### src/rtl/lsp_pkg.sv
`timescale 1ns / 1ps
// ----------------------------------------------------------------------------
// lsp_pkg
// Shared types and constants of the serial LED strip encoder.
// ----------------------------------------------------------------------------
package lsp_pkg;

    localparam int BITS_PER_PIXEL = 24;
    localparam int BIT_W          = 5;
    localparam int IDX_W          = 9;
    localparam int LEN_W          = 10;
    localparam int DUTY_W         = 8;
    localparam int COLOUR_W       = 24;
    localparam int QUEUE_DEPTH    = 2;
    localparam int QPTR_W         = 1;
    localparam int QCNT_W         = 2;
    localparam int PADDR_W        = 4;
    localparam int PDATA_W        = 32;

    localparam logic [LEN_W-1:0]  STRIP_LENGTH_RST = 10'd512;
    localparam logic [DUTY_W-1:0] ONE_DUTY_RST     = 8'd38;
    localparam logic [DUTY_W-1:0] ZERO_DUTY_RST    = 8'd19;

    typedef enum logic [1:0] {
        CMD_WRITE = 2'd0,
        CMD_FILL  = 2'd1,
        CMD_TICK  = 2'd2
    } lsp_cmd_code_t;

    typedef enum logic [1:0] {
        REG_STRIP_LENGTH = 2'd0,
        REG_ONE_DUTY     = 2'd1,
        REG_ZERO_DUTY    = 2'd2
    } lsp_reg_idx_t;

    typedef enum logic [1:0] {
        OP_WRITE = 2'd0,
        OP_FILL  = 2'd1,
        OP_TICK  = 2'd2
    } lsp_op_t;

    typedef enum logic [1:0] {
        ST_CLEAR   = 2'd0,
        ST_IDLE    = 2'd1,
        ST_FILL    = 2'd2,
        ST_TICK_RD = 2'd3
    } lsp_state_t;

    typedef struct packed {
        lsp_op_t              op;
        logic [IDX_W-1:0]     idx;
        logic [COLOUR_W-1:0]  colour;
        logic [LEN_W-1:0]     fill_count;
    } lsp_cmd_t;

endpackage

### src/rtl/lsp_queue.sv
`timescale 1ns / 1ps
// ----------------------------------------------------------------------------
// lsp_queue
// Two entry command queue between the front and back parts.
// ----------------------------------------------------------------------------
module lsp_queue (
    input  logic              clk,
    input  logic              rst_n,
    input  logic              push,
    input  lsp_pkg::lsp_cmd_t push_data,
    output logic              full,
    input  logic              pop,
    output lsp_pkg::lsp_cmd_t pop_data,
    output logic              empty
);
    import lsp_pkg::*;

    lsp_cmd_t             entry_reg [QUEUE_DEPTH];
    logic [QPTR_W-1:0]    wr_ptr_reg;
    logic [QPTR_W-1:0]    wr_ptr_next;
    logic [QPTR_W-1:0]    rd_ptr_reg;
    logic [QPTR_W-1:0]    rd_ptr_next;
    logic [QCNT_W-1:0]    count_reg;
    logic [QCNT_W-1:0]    count_next;

    assign full     = (count_reg == QCNT_W'(QUEUE_DEPTH));
    assign empty    = (count_reg == '0);
    assign pop_data = entry_reg[rd_ptr_reg];

    always_comb
    begin
        wr_ptr_next = wr_ptr_reg;
        rd_ptr_next = rd_ptr_reg;
        count_next  = count_reg;
        if (push)
        begin
            wr_ptr_next = wr_ptr_reg + 1'b1;
        end
        if (pop)
        begin
            rd_ptr_next = rd_ptr_reg + 1'b1;
        end
        if (push && !pop)
        begin
            count_next = count_reg + 1'b1;
        end
        else if (pop && !push)
        begin
            count_next = count_reg - 1'b1;
        end
    end

    always_ff @(posedge clk or negedge rst_n)
    begin
        if (!rst_n)
        begin
            wr_ptr_reg <= '0;
            rd_ptr_reg <= '0;
            count_reg  <= '0;
        end
        else
        begin
            wr_ptr_reg <= wr_ptr_next;
            rd_ptr_reg <= rd_ptr_next;
            count_reg  <= count_next;
        end
    end

    always_ff @(posedge clk)
    begin
        if (push)
        begin
            entry_reg[wr_ptr_reg] <= push_data;
        end
    end

endmodule

### config.mk
export PLATFORM = sky130hd
export DESIGN_NAME = lsp_queue
export DESIGN_NICKNAME = d
export VERILOG_FILES = /design/src/rtl/lsp_pkg.sv /design/src/rtl/lsp_queue.sv
export SDC_FILE = /design/constraint.sdc
export NUM_CORES = 1
export LEC_CHECK = 0
export BUFFER_PORTS_ARGS = -buffer_cell sky130_fd_sc_hd__clkbuf_2
export CORE_MARGIN = 2
export CORE_UTILIZATION = 47
export CTS_CLUSTER_DIAMETER = 120
export CTS_CLUSTER_SIZE = 28
export DETAILED_ROUTE_END_ITERATION = 8
export PLACE_DENSITY = 0.83
export SLEW_MARGIN = 30
export SYNTH_ARGS = -nofsm -noshare
export SYNTH_HDL_FRONTEND = slang
export SYNTH_SLANG_ARGS = --single-unit
### constraint.sdc
create_clock -name clk -period 2.8 [get_ports clk]
set_input_delay 0.28 -clock clk [delete_from_list [all_inputs] [get_ports clk]]
set_output_delay 0.28 -clock clk [all_outputs]
set_load 0.02 [all_outputs]
## After elaboration in Yosys (flattened, before gate mapping)

Memories as Yosys holds them, arrays and structs flattened.
Index checks and enable logic that the tools add are counted.

| storage, ports and cells | value |
|---|---|
| bits in registers | 4 |
| latch bits | 0 |
| RAM bits | 90 |
| bits in read-only memories | 0 |
| input bits | 49 |
| output and inout port bits | 47 |
| logic and storage cells | 19 |
| memories kept | 1 |

| operators by class | value |
|---|---|
| add/sub/neg operators | 4 |
| multiply operators | 0 |
| divide/modulo/power cells | 0 |
| order comparisons | 0 |
| eq/ne operators | 1 |
| shift-type cells | 0 |
| multiplexer cells | 4 |
| bitwise operators | 0 |
| reduce and logical (&&, ||, !) cells | 6 |

Memories:

| name | depth | bits a word | rd ports | clocked after Yosys merged registers in | write ports | line | RTL |
|---|---|---|---|---|---|---|---|
| entry_reg | 2 | 45 | 1 | 0 | 1 | lsp_queue.sv:18 | `lsp_cmd_t entry_reg [QUEUE_DEPTH];` |

Operators by type and width:

| operator | count |
|---|---|
| $mux 2 | 2 |
| $add 1x1->1 const B | 2 |
| $add 2x1->2 const B | 1 |
| $eq 2x2->1 const B | 1 |
| $logic_and 1x1->1 | 2 |
| $logic_not 1->1 | 2 |
| $logic_not 2->1 | 1 |
| $mux 1 | 2 |
| $reduce_bool 2->1 | 1 |
| $sub 2x1->2 const B | 1 |

## Longest topological paths before layout

Gate-level depths: netlist of the first run.

| logic depth | value |
|---|---|
| depth after elaboration | 4 |
| depth in mapped cells | 5 |
| depth with buffers taken out | 5 |

## Worst setup path after synthesis of the first run

Ideal clock, no wire load.

| path | value |
|---|---|
| kind | reg-to-reg |
| start point | register wr_ptr_reg |
| end point | memory entry_reg[0][0] (netlist bit), enable pin |
| library setup time | 453 ps |
| data arrival time | 2413 ps |
| data required time | 2347 ps |
| slack | -66 ps |
| cell stages (with the launch flop) | 2 |
| buffers on the path | 0 |
| period minus slack after synthesis | 2866 ps |
| cells stage by stage | dfrtp_1 nor2b_1 |

RTL lines:

| what | line | RTL |
|---|---|---|
| start: declaration | lsp_queue.sv:19 | `logic [QPTR_W-1:0] wr_ptr_reg;` |
| start signal: assignment | lsp_queue.sv:63 | `wr_ptr_reg <= wr_ptr_next;` |
| end: declaration | lsp_queue.sv:18 |  |

No word-level cell before the write port.

==> results of run 1 <==
==> synthesized netlist by cell type <==
library cell  number  area (um2)
and2_1             1        6.26
buf_12             4        80.1
buf_6              1        11.3
dfrtp_1            4         100
edfxtp_1          90        2700
ha_1               1        12.5
inv_1              1        3.75
mux2_2             6        67.6
mux2_4            39         586
nor2_1             2        7.51
nor2b_1            2        12.5
xnor2_1            1        8.76
xor2_1             4        35.0
==> report_power, final <==
part	switching, W	total, W	internal (W)
Combinational	0.000850	0.00159	0.000743
Clock	0.000415	0.000903	0.000488
Sequential	0.000135	0.00200	0.00187
==> through the flow <==
step	utilization	cells	setup slack (ns)	total power, W
finish	0.582	370	0.721	0.00450
CTS	0.582	370	0.684	0.00457
floorplan	-	156	0.796	0.00329
global placement	0.555	355	1.08	0.00363
detailed placement	0.555	355	1.08	0.00366
global route	0.582	370	0.633	0.00471
==> worst max-delay path by stage <==
stage                                 to  slack [ns]                    from
3_5_place_dp                pop_data[25]        1.08  rd_ptr_reg$_DFFE_PN0P_
5_1_grt                     pop_data[25]        0.63  rd_ptr_reg$_DFFE_PN0P_
3_3_place_gp                pop_data[25]        1.08  rd_ptr_reg$_DFFE_PN0P_
2_1_floorplan  entry_reg[0][0]$_DFFE_PP_        0.80  wr_ptr_reg$_DFFE_PN0P_
4_1_cts                     pop_data[25]        0.68  rd_ptr_reg$_DFFE_PN0P_
6_report                    pop_data[25]        0.72  rd_ptr_reg$_DFFE_PN0P_
==> cell type report <==
class	count	area (um2)	area share
sequential	94	2800	0.633
multi-input combinational	56	744	0.168
timing repair buffer	103	551	0.124
tap	102	128	0.0288
clock buffer	9	124	0.0280
clock inverter	5	76.3	0.0172
inverter	1	3.75	0.000847
==> cells by family (layout without fill, tap and decap cells) <==
family / count (synthesis) / in the layout
XOR/XNOR: 5 / 5
flip-flops: 94 / 94
adder cells (fa/ha/maj): 1 / 1
AND/OR/NAND/NOR: 5 / 5
buffers and inverters: 6 / 118
multiplexers: 45 / 45
==> what timing repair did <==
action | CTS | global route
resized for setup | 0 | 0
setup buffers | 0 | 0
endpoints found under the hold margin | 4 | 0
hold buffers | 1 | 0
==> layout by cell type (no fill, tap or decap), drive strengths merged <==
cell type	instances
clkbuf	104
edfxtp	90
mux2	45
buf	7
xor2	4
dfrtp	4
nor2	2
bufinv	2
nor2b	2
clkinv	2
inv	1
and2	1
xnor2	1
ha	1
clkinvlp	1
dlygate4sd3	1
==> routing by layer <==
metal,track usage,wire length (um),vias to the layer above
li1,-,-,824
met1,0.155,2140,841
met2,0.235,2820,62
met3,0.0411,331,8
met4,0.0746,105,0
met5,0,0,-
==> worst reg2reg max path, delay by kind of cell (launching register included) <==
family / cells / cell delay [ns]
buf+inv: 1 / 0.33
flops: 1 / 0.42
simple gates: 1 / 0.51
==> key figures, run 1 <==
Floorplan
  – Die Span X: 91.9 um
  – Rows: 32
  – Core box area: 7610 um2
  – Die height: 91.9 um
  – Initial core utilization: 0.478
  – Total die area: 8450 um2
  – IO Pins: 96

Synth
  – Cells after synthesis: 156
  – Sequential-to-total area share from yosys stat: 0.771
  – Syn. warnings: 0
  – Post-Synth Adder-Cell Area: 0.00344
  – Mux contribution to synthesized area: 0.180
  – Syn Area/Cell: 23.3 um2
  – XOR/XNOR share of the synthesized area: 0.0121
  – Post-synthesis compound-gate area fraction: 0
  – Post-synth net total: 206
  – Largest family of logic cells by synthesized area: multiplexers
  – FF+latch count, synth: 94
  – Synthesized cell area: 3630 um2
  – Simple-gate area share of the yosys netlist: 0.00723
  – Yosys cell types: 13

Global routing
  – Antenna violations before repair: 0
  – Grt ovf: 0
  – Tot GR Track Use: 0.138
  – Vias in the first global route: 1786
  – First-pass GRT wire length: 8.61 mm
  – Largest net degree at the start of global routing: 22

Layout
  – Layout area overhead: 21.9%
  – Finished Cell Area: 4430 um2
  – Share of layout cells above drive strength 1: 0.608
  – N_diodes: 0
  – Layout fillers: 598
  – Nets: 315
  – Max reg flops: 90

Clocking
  – CTS tree: yes
  – Clock sinks: 94
  – Clk buf depth: 2
  – Total CTS buffers: 9
  – CTS root buf: clkbuf_8
  – Clock Pin Slew Worst Setup and Hold Paths: 0.08 ns
  – Htree depth: 3
  – Worst skew pair latency: 0.35 ns

Timing
  – Setup TNS: 0 ns
  – Hold_ws: 0.115 ns
  – Final hold vios: 0
  – Tmin final: 2.08 ns
  – Worst Tran Pin Value: 0.524 ns
  – Clk_skew: 0.00659 ns
  – Max Fclk: 481 MHz
  – RSZ-0062 raised after global routing: false
  – Slew Limit Fails: 0
  – Crit share post-route: 0.743
  – Final setup fails: 0
  – Slew HR: 0.651

Routing
  – Drt via density: 4.69
  – DR WL/cell: 14.6 um
  – Post-route DRC violation count: 0
  – DR iter-0 viols: 34
  – Post-Route WL: 5.40 mm
  – ANT nets after route: 0
  – Vias: 1735
  – DR pass1 iterations: 4

Critical path
  – Worst path bufs/invs: 2
  – CP Max Fanout: 15
  – Reg2reg end: entry_reg[1][6]$_DFFE_PP_
  – Crit path kind: reg2out
  – CP Capture Type: output pin
  – CP max stage cell: dfrtp_2
  – Worst reg2reg path startpoint: wr_ptr_reg$_DFFE_PN0P_
  – R2R Setup Slk: 1.23 ns
  – Sequence of cells on the critical path: buf_4 -> mux2_2 -> clkbuf_2
  – CP Depth: 3
  – Worst EP required: 2.52 ns
  – Worst r2r path cells: 2
  – Critical Path AT: 1.80 ns
  – CP delay by family, top: flip-flops
  – Crit-path max cell delay: 0.65 ns
  – Startpoint Class: flip-flop

Pwr
  – PD cells: 1020 nW/um2
  – Max VDD drop: 0.551 mV
  – Pleak: 1.82 nW

Min path
  – Hold path start: push_data[21]
  – Worst hold path type: in2reg
  – Sink of the worst hold path: entry_reg[1][21]$_DFFE_PP_
  – Min-Delay Path Depth: 1

Outcome
  – Status: finished, final reports clean

Placed design
  – Final Wtd Congestion: 0.658
  – DP HPWL: 3.84 mm
  – I/O Buffers: 95
  – DP Area: 4220 um2

Run
  – Total of max-cap violations: 0
Power figures use the tool's default switching activity.
==> inputs of run 2 (changes only) <==
CORE_UTILIZATION = 52   (was 47)
PLACE_DENSITY = 0.87   (was 0.83)
clock period = 2.09 ns   (was 2.8 ns; I/O delays follow)
==> key figures, run 2 (synthesized netlist as in run 1, its figures left out) <==
Timing
  – Crit share post-route: 0.905
  – Clk_skew: 0.00842 ns
  – RSZ-0062 raised after global routing: false
  – Fin worst setup slack: 0.199 ns
  – Worst Tran Pin Value: 0.459 ns
  – Max Fclk: 529 MHz
  – Tmin final: 1.89 ns
  – Slew Limit Fails: 0
  – Slew HR: 0.694
  – Setup TNS: 0 ns
  – Final setup fails: 0
  – Final hold vios: 0

Clocking
  – Clock sinks: 94
  – Setup Fix Bufs, Post-CTS: 0
  – Clk buf depth: 2
  – Total CTS buffers: 9
  – Worst skew pair latency: 0.36 ns
  – Htree depth: 3
  – CTS tree: yes
  – Clock Pin Slew Worst Setup and Hold Paths: 0.10 ns
  – CTS root buf: clkbuf_8
  – Cts repair resizes: 0
  – Hold_buf cts: 1

Layout
  – Most frequent cells in the layout: 95 x clkbuf_2, 90 x edfxtp_1, 39 x mux2_4
  – N_diodes: 0
  – Nets: 314
  – Finished Cell Area: 4400 um2
  – Layout area overhead: 21.0%
  – Commonest non-fill, non-tap cell in the layout: clkbuf_2
  – Max reg flops: 90
  – Share of layout cells above drive strength 1: 0.613

Min path
  – Worst hold path type: in2reg
  – Min-Delay Path Depth: 1

Global routing
  – Tot GR Track Use: 0.156
  – Largest net degree at the start of global routing: 28
  – Antenna violations before repair: 0
  – First-pass GRT wire length: 8.53 mm
  – Vias in the first global route: 1757
  – Grt ovf: 0

Floorplan
  – Rows: 30
  – Total die area: 7670 um2
  – Core box area: 6790 um2
  – Initial core utilization: 0.535
  – Die height: 87.6 um
  – Die Span X: 87.6 um
  – IO Pins: 96

Critical path
  – R2R Setup Slk: 0.83 ns
  – Critical Path AT: 1.68 ns
  – Worst r2r path cells: 2
  – CP Max Fanout: 27
  – CP Capture Type: output pin
  – Startpoint Class: flip-flop
  – Crit path kind: reg2out
  – Worst EP required: 1.88 ns

Run
  – Total of max-cap violations: 0

Placed design
  – DP Area: 4190 um2
  – Post-Place Setup Slack: 0.573 ns
  – DP HPWL: 3.98 mm
  – I/O Buffers: 95
  – Final Wtd Congestion: 0.762

Routing
  – Drt via density: 4.80
  – ANT nets after route: 0
  – DR iter-0 viols: 72
  – Post-Route WL: 5.68 mm
  – DR WL/cell: 15.6 um
  – Vias: 1751
  – DR pass1 iterations: 3
  – Post-route DRC violation count: 0

Pwr
  – PD cells: 1350 nW/um2
  – Pleak: 1.81 nW
  – Max VDD drop: 1.15 mV

Outcome
  – Status: finished, final reports clean
[run 2: layout make-up]
type                            instances  area [um2]
Clock buffer                            9         124
Clock inverter                          7        71.3
Fill cell                             476        2400
Inverter                                1        3.75
Multi-Input combinational cell         56         744
Sequential cell                        94        2800
Tap cell                               96         120
Timing Repair Buffer                  102         531
[run 2: worst paths after layout]
check / startpoint / end
max: rd_ptr_reg$_DFFE_PN0P_ / pop_data[31]
min: push_data[11] / entry_reg[0][11]$_DFFE_PP_
max reg2reg: wr_ptr_reg$_DFFE_PN0P_ / entry_reg[1][36]$_DFFE_PP_
min reg2reg: count_reg[1]$_DFFE_PN0P_ / count_reg[1]$_DFFE_PN0P_
max in group asynchronous: rst_n / rd_ptr_reg$_DFFE_PN0P_
min in group asynchronous: rst_n / rd_ptr_reg$_DFFE_PN0P_
[run 2: per-layer routing]
layer	share of wire	wire length, um	track usage
met1	0.37	2110	0.174
met2	0.56	3210	0.275
met3	0.040	227	0.0377
met4	0.023	131	0.0881
met5	0	0	0
[run 2: worst max-delay path: stages, from the launching register on]
cell,delay (ns)
dfrtp_2,0.37
buf_4,0.39
mux2_2,0.39
clkbuf_2,0.16
[run 2: per-stage QoR]
stage	hold WS (ns)	util	power, W	cells
6_report	0.0280	0.647	0.00593	365
5_1_grt	0.00614	0.647	0.00620	365
4_1_cts	0.00841	0.647	0.00600	365
3_5_place_dp	0.0223	0.617	0.00487	348
3_3_place_gp	0.0207	0.617	0.00481	348
2_1_floorplan	-0.0866	-	0.00441	156
[run 2: report_power, final]
part	leakage (nW)	internal [W]	total [W]	switching (W)
clock network	0.0999	0.000469	0.00114	0.000674
registers	0.890	0.00250	0.00262	0.000121
logic	0.824	0.000962	0.00216	0.00120
total	1.81	0.00393	0.00593	0.00199
