--- src/rtl/lsp_pkg.sv ---
`timescale 1ns / 1ps
// ----------------------------------------------------------------------------
// lsp_pkg
// Shared types and constants of the serial LED strip encoder.
// ----------------------------------------------------------------------------
package lsp_pkg;

    localparam int BITS_PER_PIXEL = 24;
    localparam int BIT_W          = 5;
    localparam int IDX_W          = 9;
    localparam int LEN_W          = 10;
    localparam int DUTY_W         = 8;
    localparam int COLOUR_W       = 24;
    localparam int QUEUE_DEPTH    = 2;
    localparam int QPTR_W         = 1;
    localparam int QCNT_W         = 2;
    localparam int PADDR_W        = 4;
    localparam int PDATA_W        = 32;

    localparam logic [LEN_W-1:0]  STRIP_LENGTH_RST = 10'd512;
    localparam logic [DUTY_W-1:0] ONE_DUTY_RST     = 8'd38;
    localparam logic [DUTY_W-1:0] ZERO_DUTY_RST    = 8'd19;

    typedef enum logic [1:0] {
        CMD_WRITE = 2'd0,
        CMD_FILL  = 2'd1,
        CMD_TICK  = 2'd2
    } lsp_cmd_code_t;

    typedef enum logic [1:0] {
        REG_STRIP_LENGTH = 2'd0,
        REG_ONE_DUTY     = 2'd1,
        REG_ZERO_DUTY    = 2'd2
    } lsp_reg_idx_t;

    typedef enum logic [1:0] {
        OP_WRITE = 2'd0,
        OP_FILL  = 2'd1,
        OP_TICK  = 2'd2
    } lsp_op_t;

    typedef enum logic [1:0] {
        ST_CLEAR   = 2'd0,
        ST_IDLE    = 2'd1,
        ST_FILL    = 2'd2,
        ST_TICK_RD = 2'd3
    } lsp_state_t;

    typedef struct packed {
        lsp_op_t              op;
        logic [IDX_W-1:0]     idx;
        logic [COLOUR_W-1:0]  colour;
        logic [LEN_W-1:0]     fill_count;
    } lsp_cmd_t;

endpackage

--- src/rtl/lsp_front.sv ---
`timescale 1ns / 1ps
// ----------------------------------------------------------------------------
// lsp_front
// Accepts input transactions, drops unused codes and writes to bad indexes, and
// queues the rest with the fill length fixed at acceptance.
// ----------------------------------------------------------------------------
module lsp_front #(
    parameter int MAX_PIXELS = 512
) (
    input  logic                       in_valid,
    output logic                       in_ready,
    input  logic [1:0]                 command,
    input  logic [lsp_pkg::IDX_W-1:0]  pixel_index,
    input  logic [7:0]                 red,
    input  logic [7:0]                 green,
    input  logic [7:0]                 blue,
    input  logic [lsp_pkg::LEN_W-1:0]  strip_length,
    input  logic                       clear_done,
    input  logic                       q_full,
    output logic                       q_push,
    output lsp_pkg::lsp_cmd_t          q_data
);
    import lsp_pkg::*;

    logic accept;
    logic idx_ok;

    assign in_ready = clear_done && !q_full;
    assign accept   = in_valid && in_ready;
    assign idx_ok   = (32'(pixel_index) < MAX_PIXELS);

    always_comb
    begin
        q_data.idx        = pixel_index;
        q_data.colour     = {green, red, blue};
        q_data.fill_count = (32'(strip_length) > MAX_PIXELS) ? LEN_W'(MAX_PIXELS)
                                                              : strip_length;
        q_data.op         = OP_TICK;
        q_push            = 1'b0;
        case (command)
            CMD_WRITE:
            begin
                q_data.op = OP_WRITE;
                q_push    = accept && idx_ok;
            end
            CMD_FILL:
            begin
                q_data.op = OP_FILL;
                q_push    = accept;
            end
            CMD_TICK:
            begin
                q_data.op = OP_TICK;
                q_push    = accept;
            end
            default:
            begin
                q_push = 1'b0;
            end
        endcase
    end

endmodule

--- config.mk ---
export PLATFORM = sky130hd
export DESIGN_NAME = lsp_front
export DESIGN_NICKNAME = d
export VERILOG_FILES = /design/src/rtl/lsp_pkg.sv /design/src/rtl/lsp_front.sv
export SDC_FILE = /design/constraint.sdc
export NUM_CORES = 1
export LEC_CHECK = 0
export BUFFER_PORTS_ARGS = -buffer_cell sky130_fd_sc_hd__buf_4
export CORE_UTILIZATION = 22
export DETAILED_ROUTE_END_ITERATION = 7
export GPL_TIMING_DRIVEN = 0
export PLACE_DENSITY = 0.95
export SLEW_MARGIN = 20
export SYNTH_ARGS = -nofsm -noshare
export SYNTH_HDL_FRONTEND = slang
export SYNTH_SLANG_ARGS = --single-unit
--- constraint.sdc ---
create_clock -name vclk -period 0.8
set_input_delay 0.04 -clock vclk [all_inputs]
set_output_delay 0.04 -clock vclk [all_outputs]
set_load 0.01 [all_outputs]
Word-level counts from Yosys, hierarchy flattened. Index checks and enable logic that the tools add are counted.

Bits in registers: 0. Bits of input ports: 48.

Order comparisons: 1. Equal/unequal tests: 2. Muxes and demuxes: 3. Reductions and logical operators: 5.

Operators by type and width (count): $gt A10 B10 Y1 const B (1); $mux W10 (1); $pmux W2 S2 (1); $reduce_or A3 Y1 (1); $eq A2 B1 Y1 const B (1); $eq A2 B2 Y1 const B (1); $logic_and A1 B1 Y1 (2); $logic_not A2 Y1 (1); $logic_not A1 Y1 (1); $mux W1 (1).

Logic depth before layout (Yosys ltp). Gate-level depths: netlist of the first run.

Depth after elaboration: 4. Gate-level depth with buffers: 2.

Least setup slack after synthesis of the first run. Ideal clock, no wire load.

Path type: input to output. From: in clear_done. To: out q_push. Arrival: 0.431 ns. Data required time: 0.760 ns. Path slack: 0.329 ns. Stages on the path: 2. Path buffers: 0. Cell sequence: nor2b_2 > and3_1.

Cells in the longest elaborated chain, start to end: 3.

Ends and longest elaborated chain: start: declaration (RTL line lsp_front.sv:18) `input logic clear_done,`; $logic_and A1 B1 Y1 (RTL line lsp_front.sv:28) `assign in_ready = clear_done && !q_full;`; $logic_and A1 B1 Y1 (RTL line lsp_front.sv:29) `assign accept = in_valid && in_ready;`; $mux W1 (RTL line lsp_front.sv:40) `case (command)`; end: declaration (RTL line lsp_front.sv:20) `output logic q_push,`.

Every way passes these cells.

Final worst setup path of the first run. Same ends and word-level chain as after synthesis.

==> results of run 1 <==
## cells by family (layout without fill, tap and decap cells)
group,count (synthesis),count (layout),synth area share [%]
buffers and inverters,35,97,75.8
and+or+nand+nor,13,13,24.2
## layout make-up
cell class | count | area, sq um
Multi-Input combinational cell | 13 | 81.3
Tap cell | 15 | 18.8
Buffer | 35 | 255
Timing Repair Buffer | 62 | 465
Fill cell | 122 | 546
## cells in the mapped netlist (all sizes together)
cell type,instances
nor2b,11
nand2,1
clkbuf,2
buf,33
and3,1
## path summary, 6_finish.rpt
kind	end	cells past startpoint
hold / removal	q_data[14]	2
setup / recovery	q_push	4
## per-layer routing
layer	routed length (microns)	vias up	GRT usage (%)	part of all wire, %
li1	-	234	-	-
met1	249	219	7.91	20
met2	811	43	27.0	64
met3	207	0	1.63	16
met4	0	0	0	0
met5	0	-	0	0
## power by group through the flow
stage	Sequential [W]	Clock, W	Combinational, W
2_1_floorplan	0	0	0.000218
3_3_place_gp	0	0	0.000458
3_5_place_dp	0	0	0.000466
4_1_cts	0	0	0.000466
5_1_grt	0	0	0.000499
6_report	0	0	0.000460
## per-stage QoR
stage	instances	hold WS [ns]	util, %
final	125	0.256	60.1
after global routing	125	0.259	60.1
after CTS	125	0.257	60.1
after detailed placement	125	0.257	60.1
after global placement	125	0.256	60.1
after floorplan	48	0.113	-
==> impl_metrics.ini, run 1 <==
[finish]
drive_gt1_share_pct = 87.3
flops_and_latches = 0
diodes = 0
final_nets = 160
final_cell_mix = buf_4, nor2b_1, clkbuf_1
regArea_sq_um = 0
final_common_cell = buf_4
area.growth.synth_to_final_pct = 144
stdcell_area_sq_um = 821
clkbuf_count = 0

[timing]
finalCritPeriodShare_pct = 77.9
rsz0062_at_grt = false
setup_ws_ns = 0.177
finalSetupViolations = 0
clock.fmax_mhz = 1610
maxSlewHeadroom_pct = 93.1
maxSlewViolCount = 0
worstMarginPinSlew_ns = 0.103
finalSetupTns_ns = 0
finalHoldViolations = 0
min_period_ns = 0.623

[pwr]
pwr-share-clk_pct = 0
ir_drop_v = 0.000228
p_sw_share_pct = 33.2
power_density_mw_per_mm2 = 561
p_int_w = 0.000308
combPwrFrac_pct = 100.0
fin_total_pwr_w = 0.000460
netSwitchingPower_w = 0.000153
p_leak_nw = 0.496
seqPwrFrac_pct = 0

[cts]
post-cts-setup-buffers = 0
postCtsHoldBufs = 0
post_cts_resize_count = 0

[grt]
antenna_found_initial = 0
grtUsageTotal_pct = 10.7
grt_max_degree = 11
first_global_vias = 349
grt-ovfl-total = 0
grt_first_pass_wirelength_microns = 1260

[floorplanning]
initial_core_util_pct = 24.6
die_height_microns = 41.1
pin_count = 95
die_x_microns = 41.1
dieArea_sq_mm = 0.00169
coreArea_sq_mm = 0.00137
rows = 13

[drt]
ant_nets = 0
drt_wl_total_microns = 1270
wl_per_cell_microns = 10.2
via_count = 496
drc = 0
first_pass_iters = 2
drt_iter0_drc = 1
vias_per_cell = 3.97

[setup_path]
critPathLaunchType = input port
crit_slowest_cell = and3_1
crit_start = clear_done
crit_path_end_kind = output pin
slowest_delay_ns = 0.16
cp.required_ns = 0.76
cp_common_cell = buf_4
timing.critical_path.cells = buf_4, nor2b_2, and3_1, buf_4
critPathMaxFanout = 2
path_buf_inv = 2
worstSetupPathType = input port to output pin
cp_top_family = simple AND/OR/NAND/NOR gates
arrival_ns = 0.58

[placement]
place.gp.congestion = 0.567
io_buffer_count = 62
dpl_cell_area_sq_um = 821
post-place-ws_ns = 0.175

[outcome]
outcome = finished clean

[logic_synthesis]
seq_area_frac_synth_pct = 0
syn-num-nets = 96
yosysTopAreaCell = buf_4
syn_inst = 48
syn_avg_cell_area_sq_um = 7.01
synth_top_area_share_pct = 73.6
ys_types = 6
netlist_area_sq_um = 337
synth_area_leaders = buf_4, nor2b_1, nor2b_2, clkbuf_1, and3_1
ys_warn_count = 0

[worst_hold_path]
worstHoldPathType = input port to output pin
hp-start = blue[4]

[job]
max_cap_violations = 0
(Power assumes the default switching activity.)
==> inputs of run 2 (changes only) <==
- CORE_UTILIZATION: 22 -> 21
- PLACE_DENSITY: 0.95 -> 0.93
==> run 2 against run 1 <==
Hold slack lost 0.00057 ns. Cell area grew 0.15%. Critical path depth is the same. Utilization shrank 5.5 points. Largest power group unchanged.
==> impl_metrics.ini, run 2 (synthesized netlist as in run 1, its figures left out) <==
[drt]
ant_nets = 0
drt_iter0_drc = 1
first_pass_iters = 3
wl_per_cell_microns = 9.78
via_count = 482
vias_per_cell = 3.83
drc = 0
drt_wl_total_microns = 1230

[finish]
area.growth.synth_to_final_pct = 144
clkbuf_count = 0
fill_cells = 152
regArea_sq_um = 0
flops_and_latches = 0
final_nets = 160
drive_gt1_share_pct = 87.3
final_cell_mix = buf_4, nor2b_1, clkbuf_1
multi_input_area_sq_um = 81.3
final_common_cell = buf_4
diodes = 0

[floorplanning]
rows = 14
die_x_microns = 42.0
initial_core_util_pct = 22.3
pin_count = 95
die_height_microns = 42.0
dieArea_sq_mm = 0.00177
coreArea_sq_mm = 0.00151

[cts]
post-cts-setup-buffers = 0
post_cts_resize_count = 0
postCtsHoldBufs = 0

[timing]
clock.fmax_mhz = 1590
finalSetupTns_ns = 0
finalSetupViolations = 0
rsz0062_at_grt = false
min_period_ns = 0.629
finalHoldViolations = 0
hold_slack_ns = 0.256
worstMarginPinSlew_ns = 0.115
finalCritPeriodShare_pct = 78.6
maxSlewViolCount = 0
maxSlewHeadroom_pct = 92.3

[pwr]
p_int_w = 0.000308
p_sw_share_pct = 33.2
pwr-share-clk_pct = 0
ir_drop_v = 0.000213
seqPwrFrac_pct = 0
p_leak_nw = 0.496
combPwrFrac_pct = 100.0
netSwitchingPower_w = 0.000153
power_density_mw_per_mm2 = 560

[grt]
grt_max_degree = 11
first_global_vias = 429
grt-ovfl-total = 0
grtUsageTotal_pct = 11.8
grt_first_pass_wirelength_microns = 1720
antenna_found_initial = 0

[setup_path]
crit_path_end_kind = output pin
critPathMaxFanout = 2
cp.required_ns = 0.76
critPathLaunchType = input port
arrival_ns = 0.59
worstSetupPathType = input port to output pin

[placement]
place.gp.congestion = 0.683
io_buffer_count = 62

[outcome]
outcome = finished clean

[worst_hold_path]
worstHoldPathType = input port to output pin

[job]
max_cap_violations = 0
-- run 2: cell counts in the layout (fill, tap and decap cells not counted) --
No cell type changed its count.
-- run 2: worst paths after layout --
check                   from          to  slack [ns]  cells past startpoint
setup / recovery  clear_done      q_push        0.17                      4
hold / removal        red[2]  q_data[20]        0.26                      2
-- run 2: critical path, cell delays in order --
cell and delay [ns]:
buf_4 0.10, nor2b_2 0.15, and3_1 0.16, buf_4 0.14
-- run 2: layout make-up --
cell class,instances,area share (%)
Buffer,35,31.1
Timing Repair Buffer,62,56.6
Multi-Input combinational cell,13,9.89
Tap cell,16,2.44
-- run 2: power groups by stage --
stage	logic [W]	clock network, W	registers (W)
after floorplan	0.000218	0	0
after global placement	0.000457	0	0
after detailed placement	0.000467	0	0
after CTS	0.000467	0	0
after global routing	0.000491	0	0
final	0.000461	0	0
-- run 2: through the flow --
step / cells / power [W] / util, % / cell area [sq um] / setup slack (ns)
after floorplan: 48 / 0.000218 / - / 337 / 0.329
after global placement: 126 / 0.000457 / 54.6 / 822 / 0.176
after detailed placement: 126 / 0.000467 / 54.6 / 822 / 0.171
after CTS: 126 / 0.000467 / 54.6 / 822 / 0.171
after global routing: 126 / 0.000491 / 54.6 / 822 / 0.154
final: 126 / 0.000461 / 54.6 / 822 / 0.171
-- run 2: routing by layer --
metal	track usage, %	wire length (microns)
met1	8.68	293
met2	28.7	757
met3	3.02	181
met4	0	0
met5	0	0
==> inputs of run 3 (changes only) <==
- ABC_AREA: not set -> 1
- CORE_UTILIZATION: 21 -> 23
- PLACE_DENSITY: 0.93 -> 0.91
==> run 3 against run 2 <==
The run now ends with design-rule violations, negative setup slack left. Via count grew 25%. Critical path depth increased by 3. Synthesized cell count rose by 42%. Critical path type unchanged. Critical endpoint is now q_data[5]. Largest power group unchanged.
==> impl_metrics.ini, run 3 <==
[outcome]
outcome = finished with violations
violations = design-rule violations, negative setup slack

[logic_synthesis]
syn_inst = 68
synth_top_area_share_pct = 62.5
netlist_area_sq_um = 397
synth_xor_area_share_pct = 0
yosysMostFrequentCell = buf_4
synth_common_cells = buf_4, inv_1, a21oi_1, nand2_1, nor2_1
synth_top_family_by_area = buffers and inverters
synthMuxAreaShare_pct = 0
ys_warn_count = 0
synth_compound_area_share_pct = 11.4
yosysTopAreaCell = buf_4
synthAdderAreaFrac_pct = 0
synth_area_leaders = buf_4, a21oi_1, inv_1, nand2_1, nor2_1
synthSimpleGateAreaFrac_pct = 12.6
syn_avg_cell_area_sq_um = 5.83
syn-num-nets = 116
ys_types = 9
seq_area_frac_synth_pct = 0

[setup_path]
arrival_ns = 0.82
critPathMaxFanout = 8
worstSetupPathType = input port to output pin
critPathLaunchType = input port
cp.required_ns = 0.76
crit_path_end_kind = output pin

[timing]
maxSlewHeadroom_pct = 82.2
worstMarginPinSlew_ns = 0.267
finalSetupViolations = 8
maxSlewViolCount = 0
finalHoldViolations = 0
setup_ws_ns = -0.0556
clock.fmax_mhz = 1170
min_period_ns = 0.856
finalCritPeriodShare_pct = 107
rsz0062_at_grt = true

[placement]
dp_hpwl_microns = 1230
place.gp.congestion = 0.673
place_inst = 145
post-place-ws_ns = -0.0923
dpl_cell_area_sq_um = 875
io_buffer_count = 61

[finish]
stdcell_area_sq_um = 937
drive_gt1_share_pct = 89.1
area.growth.synth_to_final_pct = 136
final_nets = 179
fin_cells = 145
final_cell_mix = buf_4, a21oi_2, inv_2
flops_and_latches = 0
final_common_cell = buf_4
clkbuf_count = 0
diodes = 0
regArea_sq_um = 0
fin_util_pct = 60.1

[floorplanning]
rows = 14
die_height_microns = 43.5
pin_count = 95
dieArea_sq_mm = 0.00189
die_x_microns = 43.5
initial_core_util_pct = 25.4
coreArea_sq_mm = 0.00156

[pwr]
power_density_mw_per_mm2 = 547
ir_drop_v = 0.000229
p_leak_nw = 0.569
fin_total_pwr_w = 0.000512

[worst_hold_path]
worstHoldPathType = input port to output pin

[drt]
first_pass_iters = 6
wl_per_cell_microns = 9.75
vias_per_cell = 4.16
drt_wl_total_microns = 1410
drt_iter0_drc = 18
ant_nets = 0
via_count = 603
drc = 16

[grt]
grt_max_degree = 11
grt-ovfl-total = 0
grt_first_pass_wirelength_microns = 1940
antenna_found_initial = 0
first_global_vias = 488
grtUsageTotal_pct = 12.4

[cts]
postCtsHoldBufs = 0
post-cts-setup-buffers = 0

[job]
max_cap_violations = 0
==> run 3: final timing paths <==
check / start / to / slack (ns) / cells after the start
setup / recovery: strip_length[3] / q_data[5] / -0.06 / 7
hold / removal: red[2] / q_data[20] / 0.26 / 2
==> run 3: worst max-delay path: stages <==
cell and delay [ns]:
buf_6 0.10, nor2_4 0.09, nand2_2 0.07, nor2_4 0.12, nand2_4 0.11, a21oi_2 0.15
buf_4 0.13
==> run 3: cells by family (layout without fill, tap and decap cells) <==
kind of cell / after synthesis / in the layout
buffers and inverters: 47 / 108
and+or+nand+nor: 12 / 12
AOI/OAI and AO/OA: 9 / 9
==> run 3: metrics by stage <==
step | TNS [ns] | hold WS (ns)
2_1_floorplan | 0 | 0.128
3_3_place_gp | -0.390 | 0.257
3_5_place_dp | -0.626 | 0.257
4_1_cts | -0.314 | 0.257
5_1_grt | -0.781 | 0.259
6_report | -0.348 | 0.256
==> run 3: per-layer routing <==
metal,up-vias,global-route usage (%),wire length (microns)
met3,0,1.67,260
met2,57,27.6,757
met5,-,0,0
met1,255,12.5,396
li1,291,-,-
met4,0,0,0
==> run 3: timing repair <==
action                     4_1_cts  5_1_grt
gates resized for setup          8       15
pin swaps                        1        6
setup endpoints to repair        8        8
==> run 3: power by group <==
part / internal [W] / switching (W)
clock: 0 / 0
combinational: 0.000320 / 0.000193
sequential: 0 / 0
total: 0.000320 / 0.000193
==> run 3: layout make-up <==
cell class / instances / area, sq um
fill: 166 / 622
tap: 16 / 20.0
buffer: 36 / 260
timing repair buffer: 61 / 465
multi-input combinational: 21 / 150
inverter: 11 / 41.3
