File: src/rtl/lsp_pkg.sv
`timescale 1ns / 1ps
// ----------------------------------------------------------------------------
// lsp_pkg
// Shared types and constants of the serial LED strip encoder.
// ----------------------------------------------------------------------------
package lsp_pkg;

    localparam int BITS_PER_PIXEL = 24;
    localparam int BIT_W          = 5;
    localparam int IDX_W          = 9;
    localparam int LEN_W          = 10;
    localparam int DUTY_W         = 8;
    localparam int COLOUR_W       = 24;
    localparam int QUEUE_DEPTH    = 2;
    localparam int QPTR_W         = 1;
    localparam int QCNT_W         = 2;
    localparam int PADDR_W        = 4;
    localparam int PDATA_W        = 32;

    localparam logic [LEN_W-1:0]  STRIP_LENGTH_RST = 10'd512;
    localparam logic [DUTY_W-1:0] ONE_DUTY_RST     = 8'd38;
    localparam logic [DUTY_W-1:0] ZERO_DUTY_RST    = 8'd19;

    typedef enum logic [1:0] {
        CMD_WRITE = 2'd0,
        CMD_FILL  = 2'd1,
        CMD_TICK  = 2'd2
    } lsp_cmd_code_t;

    typedef enum logic [1:0] {
        REG_STRIP_LENGTH = 2'd0,
        REG_ONE_DUTY     = 2'd1,
        REG_ZERO_DUTY    = 2'd2
    } lsp_reg_idx_t;

    typedef enum logic [1:0] {
        OP_WRITE = 2'd0,
        OP_FILL  = 2'd1,
        OP_TICK  = 2'd2
    } lsp_op_t;

    typedef enum logic [1:0] {
        ST_CLEAR   = 2'd0,
        ST_IDLE    = 2'd1,
        ST_FILL    = 2'd2,
        ST_TICK_RD = 2'd3
    } lsp_state_t;

    typedef struct packed {
        lsp_op_t              op;
        logic [IDX_W-1:0]     idx;
        logic [COLOUR_W-1:0]  colour;
        logic [LEN_W-1:0]     fill_count;
    } lsp_cmd_t;

endpackage

File: src/rtl/lsp_back.sv
`timescale 1ns / 1ps
// ----------------------------------------------------------------------------
// lsp_back
// Carries out queued commands on the pixel RAM, walks the slot position and
// holds the output register.
// ----------------------------------------------------------------------------
module lsp_back #(
    parameter int MAX_PIXELS  = 512,
    parameter int RESET_SLOTS = 216,
    parameter int ADDR_W      = (MAX_PIXELS > 1) ? $clog2(MAX_PIXELS) : 1
) (
    input  logic                        clk,
    input  logic                        rst_n,
    input  lsp_pkg::lsp_cmd_t           q_data,
    input  logic                        q_empty,
    output logic                        q_pop,
    output logic                        clear_done,
    input  logic [lsp_pkg::LEN_W-1:0]   strip_length,
    input  logic [lsp_pkg::DUTY_W-1:0]  one_duty,
    input  logic [lsp_pkg::DUTY_W-1:0]  zero_duty,
    output logic                        ram_we,
    output logic [ADDR_W-1:0]           ram_waddr,
    output logic [lsp_pkg::COLOUR_W-1:0] ram_wdata,
    output logic [ADDR_W-1:0]           ram_raddr,
    input  logic [lsp_pkg::COLOUR_W-1:0] ram_rdata,
    output logic                        out_valid,
    input  logic                        out_ready,
    output logic [lsp_pkg::DUTY_W-1:0]  pwm_compare,
    output logic                        frame_end
);
    import lsp_pkg::*;

    localparam int GAP_W = (RESET_SLOTS > 1) ? $clog2(RESET_SLOTS) : 1;

    lsp_state_t           state_reg;
    lsp_state_t           state_next;
    logic [ADDR_W-1:0]    addr_reg;
    logic [ADDR_W-1:0]    addr_next;
    logic [LEN_W-1:0]     fill_count_reg;
    logic [LEN_W-1:0]     fill_count_next;
    logic [COLOUR_W-1:0]  fill_colour_reg;
    logic [COLOUR_W-1:0]  fill_colour_next;
    logic [ADDR_W-1:0]    pix_reg;
    logic [ADDR_W-1:0]    pix_next;
    logic [BIT_W-1:0]     bit_reg;
    logic [BIT_W-1:0]     bit_next;
    logic [GAP_W-1:0]     gap_reg;
    logic [GAP_W-1:0]     gap_next;
    logic                 in_gap_reg;
    logic                 in_gap_next;
    logic [BIT_W-1:0]     sel_reg;
    logic [BIT_W-1:0]     sel_next;
    logic                 used_reg;
    logic                 used_next;
    logic                 out_valid_reg;
    logic                 out_valid_next;
    logic [DUTY_W-1:0]    pwm_compare_reg;
    logic [DUTY_W-1:0]    pwm_compare_next;
    logic                 frame_end_reg;
    logic                 frame_end_next;

    assign clear_done  = (state_reg != ST_CLEAR);
    assign out_valid   = out_valid_reg;
    assign pwm_compare = pwm_compare_reg;
    assign frame_end   = frame_end_reg;

    always_comb
    begin
        state_next       = state_reg;
        addr_next        = addr_reg;
        fill_count_next  = fill_count_reg;
        fill_colour_next = fill_colour_reg;
        pix_next         = pix_reg;
        bit_next         = bit_reg;
        gap_next         = gap_reg;
        in_gap_next      = in_gap_reg;
        sel_next         = sel_reg;
        used_next        = used_reg;
        out_valid_next   = out_valid_reg;
        pwm_compare_next = pwm_compare_reg;
        frame_end_next   = frame_end_reg;
        q_pop            = 1'b0;
        ram_we           = 1'b0;
        ram_waddr        = addr_reg;
        ram_wdata        = '0;
        ram_raddr        = pix_reg;

        if (out_valid_reg && out_ready)
        begin
            out_valid_next = 1'b0;
        end

        case (state_reg)
            ST_CLEAR:
            begin
                ram_we = 1'b1;
                if (addr_reg == ADDR_W'(MAX_PIXELS - 1))
                begin
                    addr_next  = '0;
                    state_next = ST_IDLE;
                end
                else
                begin
                    addr_next = addr_reg + 1'b1;
                end
            end
            ST_IDLE:
            begin
                if (!q_empty)
                begin
                    case (q_data.op)
                        OP_WRITE:
                        begin
                            q_pop     = 1'b1;
                            ram_we    = 1'b1;
                            ram_waddr = ADDR_W'(q_data.idx);
                            ram_wdata = q_data.colour;
                        end
                        OP_FILL:
                        begin
                            q_pop = 1'b1;
                            if (q_data.fill_count != '0)
                            begin
                                addr_next        = '0;
                                fill_count_next  = q_data.fill_count;
                                fill_colour_next = q_data.colour;
                                state_next       = ST_FILL;
                            end
                        end
                        OP_TICK:
                        begin
                            if (!out_valid_reg)
                            begin
                                q_pop = 1'b1;
                                if (in_gap_reg)
                                begin
                                    out_valid_next   = 1'b1;
                                    pwm_compare_next = '0;
                                    frame_end_next   = 1'b0;
                                    if (gap_reg == GAP_W'(RESET_SLOTS - 1))
                                    begin
                                        frame_end_next = 1'b1;
                                        in_gap_next    = 1'b0;
                                        pix_next       = '0;
                                        bit_next       = '0;
                                        gap_next       = '0;
                                    end
                                    else
                                    begin
                                        gap_next = gap_reg + 1'b1;
                                    end
                                end
                                else
                                begin
                                    sel_next   = BIT_W'(BITS_PER_PIXEL - 1) - bit_reg;
                                    used_next  = (32'(pix_reg) < 32'(strip_length));
                                    state_next = ST_TICK_RD;
                                    if (bit_reg == BIT_W'(BITS_PER_PIXEL - 1))
                                    begin
                                        bit_next = '0;
                                        if (pix_reg == ADDR_W'(MAX_PIXELS - 1))
                                        begin
                                            in_gap_next = 1'b1;
                                            gap_next    = '0;
                                        end
                                        else
                                        begin
                                            pix_next = pix_reg + 1'b1;
                                        end
                                    end
                                    else
                                    begin
                                        bit_next = bit_reg + 1'b1;
                                    end
                                end
                            end
                        end
                        default:
                        begin
                            q_pop = 1'b1;
                        end
                    endcase
                end
            end
            ST_FILL:
            begin
                ram_we    = 1'b1;
                ram_wdata = fill_colour_reg;
                if (32'(addr_reg) + 32'd1 == 32'(fill_count_reg))
                begin
                    addr_next  = '0;
                    state_next = ST_IDLE;
                end
                else
                begin
                    addr_next = addr_reg + 1'b1;
                end
            end
            ST_TICK_RD:
            begin
                out_valid_next   = 1'b1;
                pwm_compare_next = (used_reg && ram_rdata[sel_reg]) ? one_duty : zero_duty;
                frame_end_next   = 1'b0;
                state_next       = ST_IDLE;
            end
            default:
            begin
                state_next = ST_IDLE;
            end
        endcase
    end

    always_ff @(posedge clk or negedge rst_n)
    begin
        if (!rst_n)
        begin
            state_reg     <= ST_CLEAR;
            addr_reg      <= '0;
            pix_reg       <= '0;
            bit_reg       <= '0;
            gap_reg       <= '0;
            in_gap_reg    <= 1'b0;
            out_valid_reg <= 1'b0;
        end
        else
        begin
            state_reg     <= state_next;
            addr_reg      <= addr_next;
            pix_reg       <= pix_next;
            bit_reg       <= bit_next;
            gap_reg       <= gap_next;
            in_gap_reg    <= in_gap_next;
            out_valid_reg <= out_valid_next;
        end
    end

    always_ff @(posedge clk)
    begin
        fill_count_reg  <= fill_count_next;
        fill_colour_reg <= fill_colour_next;
        sel_reg         <= sel_next;
        used_reg        <= used_next;
        pwm_compare_reg <= pwm_compare_next;
        frame_end_reg   <= frame_end_next;
    end

endmodule

File: config.mk
export PLATFORM = sky130hd
export DESIGN_NAME = lsp_back
export DESIGN_NICKNAME = d
export VERILOG_FILES = /design/src/rtl/lsp_pkg.sv /design/src/rtl/lsp_back.sv
export SDC_FILE = /design/constraint.sdc
export NUM_CORES = 1
export LEC_CHECK = 0
export BUFFER_PORTS_ARGS = -buffer_cell sky130_fd_sc_hd__buf_4
export CORE_MARGIN = 3
export CORE_UTILIZATION = 30
export DETAILED_ROUTE_END_ITERATION = 16
export PLACE_DENSITY_LB_ADDON = 0.3
export SLEW_MARGIN = 20
export SYNTH_ARGS = -nofsm -noshare
export SYNTH_HDL_FRONTEND = slang
export SYNTH_SLANG_ARGS = --single-unit
export TNS_END_PERCENT = 10
File: constraint.sdc
create_clock -name clk -period 6 [get_ports clk]
set_clock_uncertainty 0.15 [all_clocks]
set_input_delay 0.9 -clock clk [delete_from_list [all_inputs] [get_ports clk]]
set_output_delay 0.9 -clock clk [all_outputs]
set_load 0.01 [all_outputs]
Word level (Yosys, flattened, before mapping)

Index checks and enable logic that the tools add are counted.

Register bits after elaboration: 84
Bits in latches: 0
RAM bits: 0
ROM bits: 0
Output and inout bits: 55
Word-level logic and storage cells: 130
Memories: 0

$add $sub $neg: 6
$mul: 0
Div/mod/pow operators: 0
Order comparisons: 2
Equality and inequality tests: 24
Shift-type cells: 0
Muxes and demuxes: 62
Bitwise gates (word level): 3
Reduce and logical (&&, ||, !) cells: 20

Operator list:

| kind                                                           | number |
|---|---|
| 9-bit 2-to-1 mux                                               | 12 |
| 8-bit 2-to-1 mux                                               | 9 |
| 24-bit 2-to-1 mux                                              | 2 |
| 24-bit one-hot mux with 2 select lines                         | 1 |
| 9-bit one-hot mux with 3 select lines                          | 1 |
| 1-bit 2-to-1 mux                                               | 21 |
| 9-bit by 1-bit adder with 9-bit output, second input constant  | 2 |
| 9-bit == test, second input constant                           | 2 |
| 2-bit inequality test, second input constant                   | 8 |
| 8-bit one-hot mux with 2 select lines                          | 1 |
| 5-bit 2-to-1 mux                                               | 3 |
| 5-bit AND reduction                                            | 3 |
| 7-bit AND reduction                                            | 2 |
| 2-bit 2-to-1 mux                                               | 6 |
| 4-bit AND reduction                                            | 3 |
| 9-bit by 1-bit adder with 10-bit output, second input constant | 1 |
| 10-bit == test                                                 | 1 |
| 9-bit by 10-bit less-than comparator with 1-bit output         | 1 |
| 10-bit nonzero test                                            | 1 |
| 3-bit inequality test, second input constant                   | 3 |
| 8-bit by 1-bit adder with 8-bit output, second input constant  | 1 |
| 8-bit == test, second input constant                           | 1 |
| 2-bit one-hot mux with 4 select lines                          | 1 |
| 2-bit nonzero test                                             | 4 |
| other kinds (17)                                               | 27 |

Depth between registers and ports, before layout

Gate-level depths: netlist of the first run.

Word-level depth: 7
Depth in mapped cells: 11
Gate-level depth less buffers: 11

Worst setup path before layout of the first run

No wires, ideal clock.

Path kind: input-to-reg
From: input q_data[44] in the netlist's numbering
To: register addr_reg[7]
Data arrival time: 4256 ps
Data required time: 5770 ps
Path slack: 1514 ps
Stages: 9
Cell sequence: inv_1 -> ha_1 -> nand3b_1 -> a31oi_1 -> o211ai_1 -> o32a_1 -> o21a_1 -> or4_1 -> o211ai_2

Word-level cells in the longest chain between the ends: 3

RTL lines:

| item                                                              | RTL line        | source |
|---|---|---|
| start: declaration                                                | lsp_back.sv:14  | `input lsp_pkg::lsp_cmd_t q_data,` |
| 2-bit by 1-bit == test with 1-bit output                          | lsp_back.sv:111 | `case (q_data.op)` |
| 2-bit by 1-bit inequality test with 1-bit output (no source line) | n/a             |  |
| 4-bit AND reduction (no source line)                              | n/a             |  |
| end signal: assignment                                            | lsp_back.sv:228 | `addr_reg <= addr_next;` |
| end: declaration                                                  | lsp_back.sv:37  | `logic [ADDR_W-1:0] addr_reg;` |

No other way between the ends.
A chain may end at the register's enable or synchronous reset.

Worst setup path after layout of the first run

From: register state_reg[1]
To: output ram_wdata[6] in the netlist's numbering

Word-level cells in the longest chain between the ends: 2

RTL lines:

| item                                                                             | RTL line        | source |
|---|---|---|
| start: declaration                                                               | lsp_back.sv:35  | `lsp_state_t state_reg;` |
| start signal: assignment                                                         | lsp_back.sv:227 | `state_reg <= state_next;` |
| 2-bit == test / 2-bit by 1-bit == test with 1-bit output (equally long branches) | lsp_back.sv:93  | `case (state_reg)` |
| 24-bit one-hot mux with 2 select lines (*)                                       | lsp_back.sv:93  |  |
| end: declaration                                                                 | lsp_back.sv:23  | `output logic [lsp_pkg::COLOUR_W-1:0] ram_wdata,` |

Every way passes the cells marked *; elsewhere a longest branch is shown, timed or not.

==> flow_summary.json, run 1 <==
{
  "crit_path_end_kind": "output pin",
  "coreArea_um2": 15400,
  "wl_per_cell_um": 14.8,
  "io_buffers": 153,
  "layout-drive-gt1-share_pct": 30.9,
  "antenna_found_initial": 0,
  "overflow": 0,
  "cts_resized": 0,
  "worstPathCellList": "inv_1, ha_1, inv_1, nor2_1, and2_1, buf_4, a22oi_1, nor2_1, buf_4",
  "fp.dieH_um": 133,
  "via_per_inst": 4.88,
  "rsz0062_at_grt": "false",
  "final_cell_mix": "buf_4, nand2_1, nor2_1",
  "fin_tns_setup_ps": 0,
  "timing_hold_violations_final": 0,
  "cap_violations": 0,
  "fin_ws_ps": 2500,
  "syn-mean-instance-area_um2": 10.1,
  "cts_buffers": 9,
  "die_area_um2": 17600,
  "vias": 4092,
  "min_period_ps": 3500,
  "cts_tree": "yes",
  "clkLatencyLatePin_ps": 340,
  "ys.flop_type": "edfxtp_1",
  "worstPathRequired_ps": 4950,
  "critPathLaunchType": "flop",
  "start_util_pct": 31.2,
  "grt_max_degree": 38,
  "setup_viol_count_final": 0,
  "fp-row-count": 45,
  "drt_iter0_drc": 182,
  "syn_area_um2": 4810,
  "layout_commonest_cell": "buf_4",
  "synth_edf_count": 49,
  "syn_nets": 595,
  "largest_reg_flops": 24,
  "wirelength_mm": 12.4,
  "pre_cts_slack_ps": 2000,
  "grt_pass1_wl_mm": 20.1,
  "clkSinkCount": 84,
  "cts_root_buffer": "clkbuf_16",
  "ys_warn_count": 0,
  "holdBufCountCts": 0,
  "place_hpwl_mm": 9.47,
  "timing.final.crit_share_pct": 58.3,
  "synth_cell_types": 67,
  "gp_congestion": 0.846,
  "status": "completed",
  "first_global_vias": 4009,
  "io_pins": 154,
  "cts_max_level": 3,
  "fin_util_pct": 41.7,
  "worst_ep_arrival_time_ps": 2450,
  "die_x_um": 133,
  "gr-usage-all-layers_pct": 14.1,
  "slew_violations": 0,
  "drtPass1Iterations": 4,
  "ir_drop_uv": 165,
  "syn_inst": 474,
  "synth_sequential_area_ratio_pct": 48.8,
  "p_per_area_nw_per_um2": 329,
  "clockBufferDepth": 2,
  "async_flop_share_pct": 41.7,
  "area_delta_synth_final_pct": 33.7,
  "diodes": 0,
  "critPathMaxStageDelay_ps": 400,
  "max_freq_mhz": 286,
  "crit_slowest_cell": "dfrtp_1",
  "path_class": "flop to output pin",
  "hold_slack_ps": 341,
  "postCtsSetupRepairBufs": 0,
  "clk_pin_slew_ps": 60,
  "worst-slew-pin-transition_ps": 1030,
  "critPathMaxFanout": 34,
  "ys_ff_latch": 84,
  "slew_headroom_pct": 31.2,
  "power.leakage_nw": 2.78,
  "power_w": 0.00211,
  "drcViolationCount": 0,
  "detail-route-antenna-nets": 0,
  "hold_class": "flop to flop",
  "nets": 743
}
[cell usage after synthesis, drive strengths merged (9+ instances only)]
cell     n  area, µm²
dfrtp   35        876
nor2    52        195
a21oi   16       80.1
nand4    9       62.6
o21ai   27        139
clkbuf  17       95.1
or3     11       70.1
inv     25       93.8
nand3   17       97.6
edfxtp  49       1470
xor2    10       87.6
a22oi   24        180
nand2   60        225
ha      22        275
[worst max-delay path: cells and delay by family, from the launching register on]
| family | cells | cell delay (ps) |
|---|---|---|
| AO/OA/AOI/OAI | 1 | 120 |
| flip-flops | 1 | 400 |
| AND/OR/NAND/NOR | 3 | 540 |
| adder cells (fa/ha/maj) | 1 | 260 |
| buffers and inverters | 4 | 780 |
[where the power goes]
| part | leakage [nW] | internal [W] | switching (W) | total, W |
|---|---|---|---|---|
| logic | 1.76 | 0.000348 | 0.000455 | 0.000803 |
| registers | 0.894 | 0.000716 | 0.0000977 | 0.000814 |
| clock network | 0.125 | 0.000278 | 0.000218 | 0.000496 |
[per-stage QoR]
stage	cell area [µm²]	std cells
6_report	6430	838
5_1_grt	6430	838
4_1_cts	6400	837
3_5_place_dp	6140	821
3_3_place_gp	6140	821
2_1_floorplan	4810	474
[path summary, 6_finish.rpt]
check                                   from           end  slack (ps)  cells after the start
worst max-delay path            state_reg[1]  ram_wdata[6]        2500                      9
worst min-delay path              bit_reg[3]    sel_reg[3]         340                      0
worst max register to register   addr_reg[0]   addr_reg[4]        2710                     11
worst min register to register    bit_reg[3]    sel_reg[3]         340                      0
max in group asynchronous              rst_n    bit_reg[1]        5010                      1
min in group asynchronous              rst_n  ram_raddr[3]         350                      1
[layout make-up]
type | instances | area, µm²
multi-input combinational | 344 | 2260
clock inverter | 5 | 28.8
inverter | 26 | 97.6
clock buffer | 11 | 233
fill | 1525 | 9000
tap | 211 | 264
sequential | 84 | 2350
timing repair buffer | 157 | 1200
[layer usage]
metal / global-route usage [%] / vias to the layer above / wire length [µm]
li1: - / 2029 / -
met2: 22.7 / 122 / 5880
met4: 4.97 / 0 / 174
met1: 18.3 / 1929 / 5570
met5: 0 / - / 0
met3: 3.65 / 12 / 806
[cells by family (layout without fill, tap and decap cells)]
logic type | after synthesis | in the layout | share of synthesized area [%]
flip-flops | 84 | 84 | 48.8
AO/OA/AOI/OAI | 106 | 106 | 14.9
buffers and inverters | 46 | 199 | 4.48
AND/OR/NAND/NOR | 185 | 185 | 18.9
multiplexers | 15 | 15 | 4.29
XOR/XNOR | 16 | 16 | 2.92
adder cells (fa/ha/maj) | 22 | 22 | 5.73
No activity file was read; power rests on OpenSTA's default activity.
==> run 2: changes to the inputs <==
clock period = 3.4 ns   (was 6 ns; I/O delays follow)
==> run 2 against run 1 <==
Clock-buffer cell count shrank 1. Clock power grew 110%. First-iteration DRC count rose by 27%. Wire length shrank 2.4%. Sequential power increased by 74%. Critical path depth rose by 2. Core utilization grew 0.57 points. Cell area rose by 1.4%. Final cell count grew 0.84%. Die area is the same.
==> flow_summary.json, run 2 (same netlist as run 1, synthesis figures left out) <==
{
  "hold-path-endpoint": "fill_colour_reg[23]",
  "overflow": 0,
  "drtPass1Iterations": 4,
  "hold_slack_ps": 202,
  "io_buffers": 153,
  "grt_pass1_wl_mm": 19.9,
  "r2r_slack_ps": 310,
  "fin_cells": 845,
  "cts_root_buffer": "clkbuf_16",
  "grt_max_degree": 36,
  "path_class": "flop to flop",
  "die_x_um": 133,
  "largest_reg_flops": 24,
  "timing_hold_violations_final": 0,
  "r2r.worst_path.cells": 11,
  "fp-row-count": 45,
  "max_freq_mhz": 323,
  "cts_buffers": 9,
  "status": "completed",
  "area_delta_synth_final_pct": 35.6,
  "start_util_pct": 31.2,
  "hp-start": "q_data[33]",
  "rsz0062_at_grt": "false",
  "die_area_um2": 17600,
  "layout-drive-gt1-share_pct": 32.0,
  "nets": 750,
  "cts_max_level": 3,
  "drt_iter0_drc": 232,
  "crit_slowest_cell": "dfrtp_1",
  "detail-route-antenna-nets": 0,
  "r2r-start": "addr_reg[0]",
  "hold-path-cell-count": 1,
  "fin_ws_ps": 305,
  "critPathLaunchType": "flop",
  "slew_violations": 0,
  "io_pins": 154,
  "hold_class": "input pin to flop",
  "cap_violations": 0,
  "power.leakage_nw": 2.84,
  "via_per_inst": 4.89,
  "first_global_vias": 4025,
  "layout_commonest_cell": "buf_4",
  "min_period_ps": 3090,
  "coreArea_um2": 15400,
  "cts_tree": "yes",
  "pre_cts_slack_ps": 250,
  "place_hpwl_mm": 9.28,
  "design_area_um2": 6520,
  "gr-usage-all-layers_pct": 13.8,
  "worst-path-buf-inv": 0,
  "worstPathCellList": "ha_1, and3_1, nand3_1, nor2_1, ha_1, xor2_1, nor4_2, nand2_1, o21ai_2, o21a_1, o311ai_0",
  "worstPathRequired_ps": 3450,
  "critical_path.top_delay_family": "simple AND/OR/NAND/NOR gates",
  "clk_pin_slew_ps": 60,
  "clkSinkCount": 84,
  "placedCellCount": 828,
  "p_per_area_nw_per_um2": 599,
  "setup_viol_count_final": 0,
  "fp.dieH_um": 133,
  "wl_per_cell_um": 14.4,
  "crit_path_end_kind": "flop",
  "diodes": 0,
  "worst_ep_arrival_time_ps": 3150,
  "vias": 4131,
  "clockBufferDepth": 2,
  "ir_drop_uv": 295,
  "antenna_found_initial": 0,
  "timing.final.crit_share_pct": 91.0,
  "critPathMaxFanout": 7,
  "r2r_end": "addr_reg[4]",
  "drcViolationCount": 0,
  "critPathMaxStageDelay_ps": 520,
  "final_cell_mix": "buf_4, nand2_1, nor2_1",
  "fill_cells": 1524,
  "clkLatencyLatePin_ps": 340,
  "placed_area_um2": 6190,
  "fin_tns_setup_ps": 0,
  "gp_congestion": 0.795,
  "slew_headroom_pct": 53.0,
  "wirelength_mm": 12.1,
  "worst-slew-pin-transition_ps": 698,
  "path_common_cell": "ha_1"
}
run 2: area by class of cell:
cell class              instances  area [µm²]  area share, %
flip-flops and latches         84        2350           36.0
multi-input cells             344        2270           34.8
repair buffers                164        1230           18.9
well taps                     211         264           4.05
clock buffers                  10         229           3.51
inverters                      26        97.6           1.50
clock inverters                 6        78.8           1.21
run 2: per-layer routing:
layer  vias to the layer above  wire [µm]  global-route usage (%)
met2                       127       5630                    22.0
li1                       2043          -                       -
met3                        16        826                    4.49
met1                      1945       5460                    17.5
met4                         0        214                    4.91
met5                         -          0                       0
run 2: worst max path at each step:
stage	startpoint	cells after the start	to
final	addr_reg[0]	11	addr_reg[4]
after global routing	addr_reg[0]	11	addr_reg[6]
after CTS	addr_reg[0]	11	addr_reg[4]
after detailed placement	addr_reg[0]	11	addr_reg[4]
after global placement	addr_reg[0]	11	addr_reg[4]
after floorplan	q_data[44]	9	addr_reg[7]
run 2: repair_timing:
action | CTS | global route
resized for setup | 0 | 1
hold endpoints to repair | 35 | 0
buffers inserted | 0 | 0
setup endpoints to repair | 0 | 7
hold buffers | 1 | 0
run 2: where the power goes:
group          internal [W]  total [W]  switching, W
Combinational      0.000643    0.00146      0.000816
Sequential          0.00126    0.00142      0.000157
Clock              0.000637    0.00102      0.000386
Total               0.00254    0.00390       0.00136
run 2: stage by stage:
stage / total power, W / utilization (%)
floorplan: 0.00232 / -
global placement: 0.00288 / 40.1
detailed placement: 0.00291 / 40.1
CTS: 0.00395 / 42.2
global route: 0.00417 / 42.2
finish: 0.00390 / 42.2
==> run 3: changes to the inputs <==
CORE_UTILIZATION = 52   (was 30)
==> run 3 against run 2 <==
Global-route usage is 9.4 points higher. Clock power shrank 16%. Core utilization grew 29 points. Wire length fell by 1.3%. Critical path type unchanged. Critical endpoint is now state_reg[1].
==> flow_summary.json, run 3 (same netlist as run 1, synthesis figures left out) <==
{
  "status": "completed",
  "cts_max_level": 3,
  "clkLatencyLatePin_ps": 350,
  "wirelength_mm": 12.0,
  "rsz0062_at_grt": "false",
  "slew_headroom_pct": 32.1,
  "p_clk_share_pct": 23.0,
  "hold_slack_ps": 183,
  "wl_per_cell_um": 16.2,
  "worst-slew-pin-transition_ps": 1010,
  "io_buffers": 153,
  "seqCellArea_um2": 2350,
  "largest_reg_flops": 24,
  "layout_commonest_cell": "buf_4",
  "postCtsSetupRepairBufs": 0,
  "nets": 747,
  "die_x_um": 102,
  "fp.dieH_um": 102,
  "internal_power_w": 0.00238,
  "power.switching_w": 0.00135,
  "placedCellCount": 722,
  "path_class": "flop to flop",
  "worstPathRequired_ps": 3520,
  "clockBufferDepth": 2,
  "drcViolationCount": 0,
  "p_seq_share_pct": 38.5,
  "die_area_um2": 10400,
  "vias": 4223,
  "coreArea_um2": 8850,
  "first_global_vias": 4007,
  "setup_viol_count_final": 0,
  "fill_cells": 636,
  "grt_max_degree": 36,
  "timing.final.crit_share_pct": 92.9,
  "timing_hold_violations_final": 0,
  "overflow": 0,
  "critPathMaxFanout": 7,
  "worst_ep_arrival_time_ps": 3280,
  "cts_buffers": 9,
  "p_per_area_nw_per_um2": 591,
  "detail-route-antenna-nets": 0,
  "fin_util_pct": 71.1,
  "placed_area_um2": 6040,
  "max_freq_mhz": 317,
  "fin_tns_setup_ps": 0,
  "cap_violations": 0,
  "drtPass1Iterations": 5,
  "final_cell_mix": "buf_4, nand2_1, nor2_1",
  "slew_violations": 0,
  "layout-drive-gt1-share_pct": 32.0,
  "combPwrFrac_pct": 38.4,
  "cts_tree": "yes",
  "fp-row-count": 34,
  "io_pins": 154,
  "gp_congestion": 0.884,
  "power.leakage_nw": 2.79,
  "min_period_ps": 3160,
  "grt_pass1_wl_mm": 19.3,
  "clkSinkCount": 84,
  "critPathLaunchType": "flop",
  "ir_drop_uv": 432,
  "antenna_found_initial": 0,
  "multiInputGateArea_um2": 2260,
  "diodes": 0,
  "fin_cells": 739,
  "design_area_um2": 6290,
  "area_delta_synth_final_pct": 30.9,
  "hold_class": "input pin to flop",
  "clk_pin_slew_ps": 90,
  "crit_path_end_kind": "flop",
  "swShare_pct": 36.1,
  "via_per_inst": 5.71,
  "cts_root_buffer": "clkbuf_8",
  "drt_iter0_drc": 229,
  "gr-usage-all-layers_pct": 23.2,
  "start_util_pct": 54.3,
  "place_hpwl_mm": 8.98
}
run 3: stage by stage:
stage	worst slack, ps	total power (W)
floorplan	68.4	0.00232
global placement	409	0.00281
detailed placement	191	0.00287
CTS	166	0.00373
global route	53.1	0.00396
finish	241	0.00372
run 3: final cells by class:
class / count / share of cell area [%]
Clock buffer: 10 / 2.03
Clock inverter: 6 / 1.79
Inverter: 26 / 1.55
Multi-Input combinational cell: 344 / 35.9
Sequential cell: 84 / 37.3
Tap cell: 108 / 2.15
Timing Repair Buffer: 161 / 19.2
run 3: final timing paths:
path	start	endpoint	slack (ps)	cells after the start
max	addr_reg[0]	state_reg[1]	240	11
min	q_data[26]	fill_colour_reg[16]	180	1
max reg2reg	addr_reg[0]	state_reg[1]	240	11
min reg2reg	gap_reg[7]	gap_reg[7]	350	1
max in group asynchronous	rst_n	addr_reg[0]	2230	2
min in group asynchronous	rst_n	bit_reg[1]	510	2
run 3: what timing repair did:
action	4_1_cts	5_1_grt
resized for setup	0	2
hold buffers	1	0
setup endpoints to repair	0	8
endpoints found under the hold margin	35	0
run 3: worst max-delay path: stages, from the launching register on:
cell and delay (ps):
dfrtp_2 460, ha_1 300, and3_1 220, nand3_1 120
nor2_1 140, ha_1 260, xor2_1 160, nor4_1 390
nand2_1 130, o21ai_2 240, o221a_2 260, mux2i_1 220
run 3: metal layers:
layer / track usage (%) / routed length (µm)
met4: 7.87 / 216
met2: 38.7 / 5930
met1: 30.9 / 5000
met5: 0 / 0
met3: 3.89 / 834
run 3: power by group through the flow:
stage	clock (W)	sequential, W	combinational, W
final	0.000857	0.00143	0.00143
after global routing	0.000909	0.00146	0.00159
after CTS	0.000869	0.00143	0.00143
after detailed placement	0	0.00146	0.00141
after global placement	0	0.00144	0.00137
after floorplan	0	0.00140	0.000922
